`src/rtl/frpg_pkg.sv`:
```
// Package for the fixed radius point graph: field widths, constants,
// the queued point item, the result beat and the engine state type.
// Used by every other file of the block.
package frpg_pkg;

   localparam int COORD_W = 16;
   localparam int POINT_W = 3 * COORD_W;
   localparam int INDEX_W = 6;
   localparam int COUNT_W = 7;
   localparam int EDGE_W  = 11;
   localparam int LINK_W  = 15;
   localparam int LIM_W   = 2 * LINK_W;
   localparam int DIFF_W  = COORD_W + 1;
   localparam int SQ_W    = 2 * COORD_W;
   localparam int SUM_W   = SQ_W + 2;

   localparam logic [LINK_W-1:0] LINK_RESET = 15'd1536;
   localparam logic [EDGE_W-1:0] EDGE_SAT   = 11'd2047;

   localparam logic KIND_EDGE    = 1'b0;
   localparam logic KIND_SUMMARY = 1'b1;

   typedef struct packed {
      logic signed [COORD_W-1:0] px;
      logic signed [COORD_W-1:0] py;
      logic signed [COORD_W-1:0] pz;
      logic                      first_point;
      logic                      last_point;
   } item_type;

   typedef struct packed {
      logic               kind;
      logic [INDEX_W-1:0] older_index;
      logic [INDEX_W-1:0] newer_index;
      logic [COUNT_W-1:0] node_total;
      logic [EDGE_W-1:0]  edge_total;
      logic               overflow;
      logic               run_end;
   } rsp_type;

   typedef enum logic [1:0] {
      ENG_IDLE,
      ENG_SCAN,
      ENG_FLUSH,
      ENG_SUMMARY
   } eng_state_type;

endpackage

```
`src/rtl/frpg_if.sv`:
```
// Channel interfaces of the point graph block: the point input channel
// and the result channel, each with valid, ready and the payload fields.
// Depends on frpg_pkg.
interface frpg_req_if import frpg_pkg::*; ();
   logic                      valid;
   logic                      ready;
   logic signed [COORD_W-1:0] px;
   logic signed [COORD_W-1:0] py;
   logic signed [COORD_W-1:0] pz;
   logic                      first_point;
   logic                      last_point;

   modport source (output valid, px, py, pz, first_point, last_point, input ready);
   modport sink (input valid, px, py, pz, first_point, last_point, output ready);
endinterface


```
`src/rtl/frpg_front.sv`:
```
// Front end of the point graph block: accepts point beats and holds them
// in a two-entry queue until the engine takes them.
// Depends on frpg_pkg and frpg_req_if.
module frpg_front import frpg_pkg::*; (
   input  logic             clock,
   input  logic             reset,
   frpg_req_if.sink         req,
   output logic             q_valid,
   output item_type         q_item,
   input  logic             q_pop
);

   item_type   slot_ff [2];
   logic       wr_ptr_ff;
   logic       wr_ptr_in;
   logic       rd_ptr_ff;
   logic       rd_ptr_in;
   logic [1:0] fill_ff;
   logic [1:0] fill_in;
   logic       push;
   logic       pop;
   item_type   in_item;

   assign req.ready = (fill_ff != 2'd2);
   assign push      = req.valid && req.ready;
   assign pop       = q_pop && (fill_ff != 2'd0);
   assign q_valid   = (fill_ff != 2'd0);
   assign q_item    = slot_ff[rd_ptr_ff];

   assign in_item.px          = req.px;
   assign in_item.py          = req.py;
   assign in_item.pz          = req.pz;
   assign in_item.first_point = req.first_point;
   assign in_item.last_point  = req.last_point;

   always_comb begin
      wr_ptr_in = push ? ~wr_ptr_ff : wr_ptr_ff;
      rd_ptr_in = pop ? ~rd_ptr_ff : rd_ptr_ff;
      fill_in   = fill_ff + 2'(push) - 2'(pop);
   end

   always_ff @(posedge clock) begin
      if (reset) begin
         wr_ptr_ff <= 1'b0;
         rd_ptr_ff <= 1'b0;
         fill_ff   <= 2'd0;
      end else begin
         wr_ptr_ff <= wr_ptr_in;
         rd_ptr_ff <= rd_ptr_in;
         fill_ff   <= fill_in;
      end
   end

   always_ff @(posedge clock) begin
      if (push) begin
         slot_ff[wr_ptr_ff] <= in_item;
      end
   end

endmodule

```
`src/flat_wrapper.sv`:
```
// flat-port wrapper written by rule: the top's interface ports become plain ports
module frpg_front_flat import frpg_pkg::*;
  (clock, reset, q_valid, q_item, q_pop, req_valid, req_px, req_py, req_pz, req_first_point, req_last_point, req_ready);
  frpg_req_if req_i ();
  input  logic clock;
  input  logic reset;
  output logic q_valid;
  output item_type q_item;
  input  logic q_pop;
  input wire logic [$bits(req_i.valid)-1:0] req_valid;
  input wire logic [$bits(req_i.px)-1:0] req_px;
  input wire logic [$bits(req_i.py)-1:0] req_py;
  input wire logic [$bits(req_i.pz)-1:0] req_pz;
  input wire logic [$bits(req_i.first_point)-1:0] req_first_point;
  input wire logic [$bits(req_i.last_point)-1:0] req_last_point;
  output wire logic [$bits(req_i.ready)-1:0] req_ready;
  assign req_i.valid = req_valid;
  assign req_i.px = req_px;
  assign req_i.py = req_py;
  assign req_i.pz = req_pz;
  assign req_i.first_point = req_first_point;
  assign req_i.last_point = req_last_point;
  assign req_ready = req_i.ready;
  frpg_front u_core (.clock(clock), .reset(reset), .req(req_i), .q_valid(q_valid), .q_item(q_item), .q_pop(q_pop));
endmodule
```
`config.mk`:
```
export PLATFORM = sky130hd
export DESIGN_NAME = frpg_front_flat
export DESIGN_NICKNAME = d
export VERILOG_FILES = /design/src/rtl/frpg_pkg.sv /design/src/rtl/frpg_if.sv /design/src/rtl/frpg_front.sv /design/src/flat_wrapper.sv
export SDC_FILE = /design/constraint.sdc
export NUM_CORES = 1
export LEC_CHECK = 0
export ABC_AREA = 1
export BUFFER_PORTS_ARGS = -buffer_cell sky130_fd_sc_hd__buf_4
export CELL_PAD_IN_SITES_DETAIL_PLACEMENT = 1
export CELL_PAD_IN_SITES_GLOBAL_PLACEMENT = 1
export CORE_ASPECT_RATIO = 0.7
export CORE_MARGIN = 4
export CORE_UTILIZATION = 40
export DETAILED_ROUTE_END_ITERATION = 12
export PLACE_DENSITY = 0.74
export SLEW_MARGIN = 20
export SYNTH_ARGS = -nofsm -noshare
export SYNTH_HDL_FRONTEND = slang
export SYNTH_SLANG_ARGS = --single-unit
```
`constraint.sdc`:
```
create_clock -name clock -period 3.3 [get_ports clock]
set_input_delay 0.165 -clock clock [delete_from_list [all_inputs] [get_ports clock]]
set_output_delay 0.165 -clock clock [all_outputs]
set_load 0.02 [all_outputs]
```
# ---- Word level (Yosys, flattened, before mapping)
# Memory sizes are Yosys's and may differ from the RTL's. A register that Yosys moved wholly into a read port is not among the register bits.
# Index checks and enable logic that the tools add are counted.
dict set report op_classes {
  add_sub_neg 2
  multipliers 0
  n_div 0
  magnitude_cmp 0
  eq_ne 1
  shift 0
  n_mux 4
  n_bitwise 2
  n_reduce_logical 3
}
# operator count
set ops {}
lappend ops {{2-to-1 mux 1 bit} 4}
lappend ops {{adder 2 x 1 -> 2 bit} 1}
lappend ops {{logical AND 1 bit} 2}
lappend ops {{!= test 2 bit, second input constant} 1}
lappend ops {{inverter 1 bit} 2}
lappend ops {{nonzero test 2 bit} 1}
lappend ops {{subtractor 2 x 1 -> 2 bit} 1}
dict set report totals {
  regBits 4
  latchBits 0
  ramBits 100
  mem_bits_ro 0
  in_bits 54
  out_inout_bits 52
  elab_cells 16
  mem_count 1
}
# memory words word_bits rd rd_ports_with_merged_regs write_ports line_no
set mem_list {}
lappend mem_list {u_core.slot_ff 2 50 1 1 1 frpg_front.sv:13} ;# item_type slot_ff [2];

# ---- Logic depth before layout (Yosys ltp)
dict set report logic_depth {
  ltp_word 4
  depth_mapped 10
  depth_no_buf 10
}

# ---- Worst setup path before layout
# OpenSTA, ideal clock, no wires.
dict set report synth_path {
  path_kind {register -> register}
  start {reg u_core.fill_ff[0]}
  end {mem u_core.slot_ff[0][0] (netlist bit), enable pin}
  setup_time_ns 0.458
  t_arrival_ns 2.784
  required_time_ns 2.842
  slack_ns 0.059
  stages_incl_launch_ff 5
  path_buffers 0
  synth_period_minus_slack_ns 3.241
  cell_sequence {dfxtp_1 inv_1 nand2_1 nand2_1 nor2_1}
}
dict set report synth_between {
  elab_chain_len 4
}
# item line_no
set synth_lines {}
lappend synth_lines {{from (decl)} frpg_front.sv:18} ;# logic [1:0] fill_ff;
lappend synth_lines {{from (signal assigned)} frpg_front.sv:50} ;# fill_ff <= fill_in;
lappend synth_lines {{!= test 2 bit} frpg_front.sv:24} ;# assign req.ready = (fill_ff != 2'd2);
lappend synth_lines {{net req_ready} flat_wrapper.sv:16} ;# output wire logic [$bits(req_i.ready)-1:0] req_ready;
lappend synth_lines {{logical AND 1 bit} frpg_front.sv:25} ;# assign push = req.valid && req.ready;
lappend synth_lines {{2-to-1 mux 1 bit} frpg_front.sv:55} ;# if (push) begin
lappend synth_lines {{2-to-1 mux 1 bit (not written as such)} frpg_front.sv:56} ;# slot_ff[wr_ptr_ff] <= in_item;
lappend synth_lines {{to (decl)} frpg_front.sv:13}
# The timed path passes the listed nets, and every way through them passes these cells.

==> impl_metrics.toml <==
[cts]
cts_max_level = 3
cts.sinks = 105
postCtsResizedCells = 0
cts_tree = "done"
clk_latency_ns = 0.34
cts_made_buffers = 9
clockRootBuffer = "clkbuf_16"
path_clk_slew_ns = 0.07
cts_buffer_depth = 2

[grt]
grt_max_degree = 51
use_met3_pct = 5.014
grtUsageTotal_pct = 14.17
antenna_found_initial = 0
grt_util_met2_pct = 23.10
grt_busiest_layer = "met2"
gr-usage-met1_pct = 18.07
grt_pass1_vias = 2429
grt_pass1_wl_um = 12790
grt_overflow = 0

[worst_setup_path]
startpoint_type = "flop"
critPathSlowestCell = "dfxtp_4"
timing.rr.start = "u_core.fill_ff[0]"
r2r_cells = 4
critical_path_peak_fanout = 50
crit_chain = "mux2_4 > buf_4"
crit_end = "q_item[25]"
endpoint_kind = "output pin"
cp.arrival_ns = 1.89
timing.rr.end = "u_core.slot_ff[1][34]"
crit_required_ns = 3.13
regToRegSetupSlack_ns = 1.36
critPathKind = "flop to output pin"
max_stage_delay_ns = 0.98

[floorplan]
die_w_um = 129.3
chipHeight_um = 92.88
ios = 106
initial_utilization_pct = 41.70
die-area_mm2 = 0.01200
core-area_mm2 = 0.009872
num_rows = 30

[sta]
hold_ws_ns = 0.01563
slew_viol_final = 0
fmax_ghz = 0.4875
finalCritPeriodShare_pct = 62.15
rsz0062_at_grt = "no"
clock_skew_ns = 0.003385
worst_slack_ns = 1.249
slew_headroom_pct = 36.72
hold_viol_final = 0
fin_crit_ns = 2.051
tns_ns = 0
tightest_slew_ns = 0.9493
final-setup-viol-count = 0

[pwr]
powerDensity_mw_per_mm2 = 766.1
ir_drop_mv = 0.3809
leakage_nw = 2.283

[layout]
layout.nets = 400
diodes = 0
fin_cells = 477
final_core_util_pct = 57.92
final_layout_size_suffix_gt1_share_pct = 50.14
fill_cells = 883
syn_to_final_growth_pct = 38.91

[routing]
wirelength_um = 8427
vias = 2204
firstDrtPassIters = 4
ant_nets = 0
drc_errors = 0
routedWlPerCell_um = 17.67
avgViaCountPerCell = 4.621
drt_iter0_markers = 75

[place]
place_inst = 423
gp_congestion = 0.7823
io_buffer_count = 105
dp_hpwl_um = 5476
pre_cts_ws_ns = 1.361

[job]
maxCapViolCount = 0

[synth]
syn_inst = 195
avgSynthCellArea_um2 = 21.11
ys_ff_latch = 105
yosysWarnings = 0
synth.cell_area_mm2 = 0.004116
ys_seq_area_share_pct = 75.38
synth_cell_type_count = 11
synth_nets = 251

[run_status]
status = "complete, no violations"

[worst_hold_path]
min_path_type = "primary input to flop"
[logic make-up after synthesis]
logic type / count (synthesis) / share of synthesized area (%)
AO/OA/AOI/OAI: 2 / 0.2432
multiplexers: 50 / 18.24
adder cells (fa/ha/maj): 2 / 0.6078
flip-flops: 105 / 75.38
buffers and inverters: 16 / 3.617
AND/OR/NAND/NOR: 20 / 1.915
[through the flow]
step	area, um^2	power [mW]
5_1_grt	5718	4.574
6_report	5718	4.381
3_3_place_gp	4985	3.127
4_1_cts	5627	4.421
3_5_place_dp	4985	3.172
2_1_floorplan	4116	2.722
[synthesized netlist by cell type (all sizes together)]
| cell | number | area, um^2 |
|---|---|---|
| dfxtp | 5 | 100.1 |
| a21oi | 2 | 10.01 |
| nand2 | 8 | 30.03 |
| inv | 10 | 37.54 |
| edfxtp | 100 | 3003 |
| nor2 | 9 | 33.78 |
| mux2 | 50 | 750.7 |
| nand3 | 3 | 15.01 |
| buf | 6 | 111.4 |
| ha | 2 | 25.02 |
[worst min-delay path by stage]
stage               startpoint                     to  slack [ns]  cells after the start
detailed placement       reset      u_core.fill_ff[0]        0.34                      2
global placement         reset      u_core.fill_ff[0]        0.33                      2
global route        req_py[15]  u_core.slot_ff[0][33]     0.00002                      1
finish               req_py[5]  u_core.slot_ff[1][23]        0.02                      1
CTS                  req_pz[7]   u_core.slot_ff[1][9]      0.0002                      1
floorplan                reset      u_core.fill_ff[0]        0.24                      1
[cells in the final DEF (no fill, tap or decap)]
cell type      Yosys  layout
dfxtp_4            0       1
mux2_4            50      50
nor2_4             0       1
buf_12             5       1
nand2_1            8       8
ha_1               2       2
inv_6              0       1
clkinv_4           0       1
clkinvlp_4         0       1
a21oi_1            2       2
clkinv_2           0       1
inv_8              0       1
clkbuf_16          0       9
nand3_1            3       3
buf_4              0     105
bufinv_16          0       3
dfxtp_1            5       4
inv_1             10       9
edfxtp_1         100     100
dlygate4sd3_1      0      38
nor2_1             9       8
[sequential cells by signal, summed over array words and instances, names as in the netlist, named ones only]
| signal | flops |
|---|---|
| u_core.wr_ptr_ff | 1 |
| u_core.slot_ff | 100 |
| u_core.fill_ff | 2 |
| u_core.rd_ptr_ff | 1 |
[final cells by class]
cell class | instances | area (um^2) | area share, %
Sequential cell | 105 | 3107 | 54.33
Inverter | 10 | 38.79 | 0.6783
Clock inverter | 7 | 126.4 | 2.210
Timing Repair Buffer | 144 | 1189 | 20.79
Clock buffer | 9 | 225.2 | 3.939
Tap cell | 128 | 160.2 | 2.801
Multi-Input combinational cell | 74 | 872.1 | 15.25
[routing by layer]
metal	vias to the layer above	wire, um
met5	-	0
met4	0	85
met3	10	567
met2	81	4144
met1	1080	3629
li1	1033	-
[critical path, delay by kind of cell, from the launching register on]
kind / cells / cell delay [ns]
buffers and inverters: 1 / 0.16
flip-flops: 1 / 0.98
multiplexers: 1 / 0.37
[timing repair]
item | 4_1_cts | 5_1_grt
endpoints found under the hold margin | 56 | 17
buffers inserted | 0 | 0
hold buffers | 29 | 9
[where the power goes]
group | total [mW] | switching, mW | internal (mW)
clock network | 1.22 | 0.473 | 0.750
registers | 1.87 | 0.157 | 1.71
logic | 1.29 | 0.621 | 0.670
total | 4.38 | 1.25 | 3.13
No activity file was read; power rests on OpenSTA's default activity.
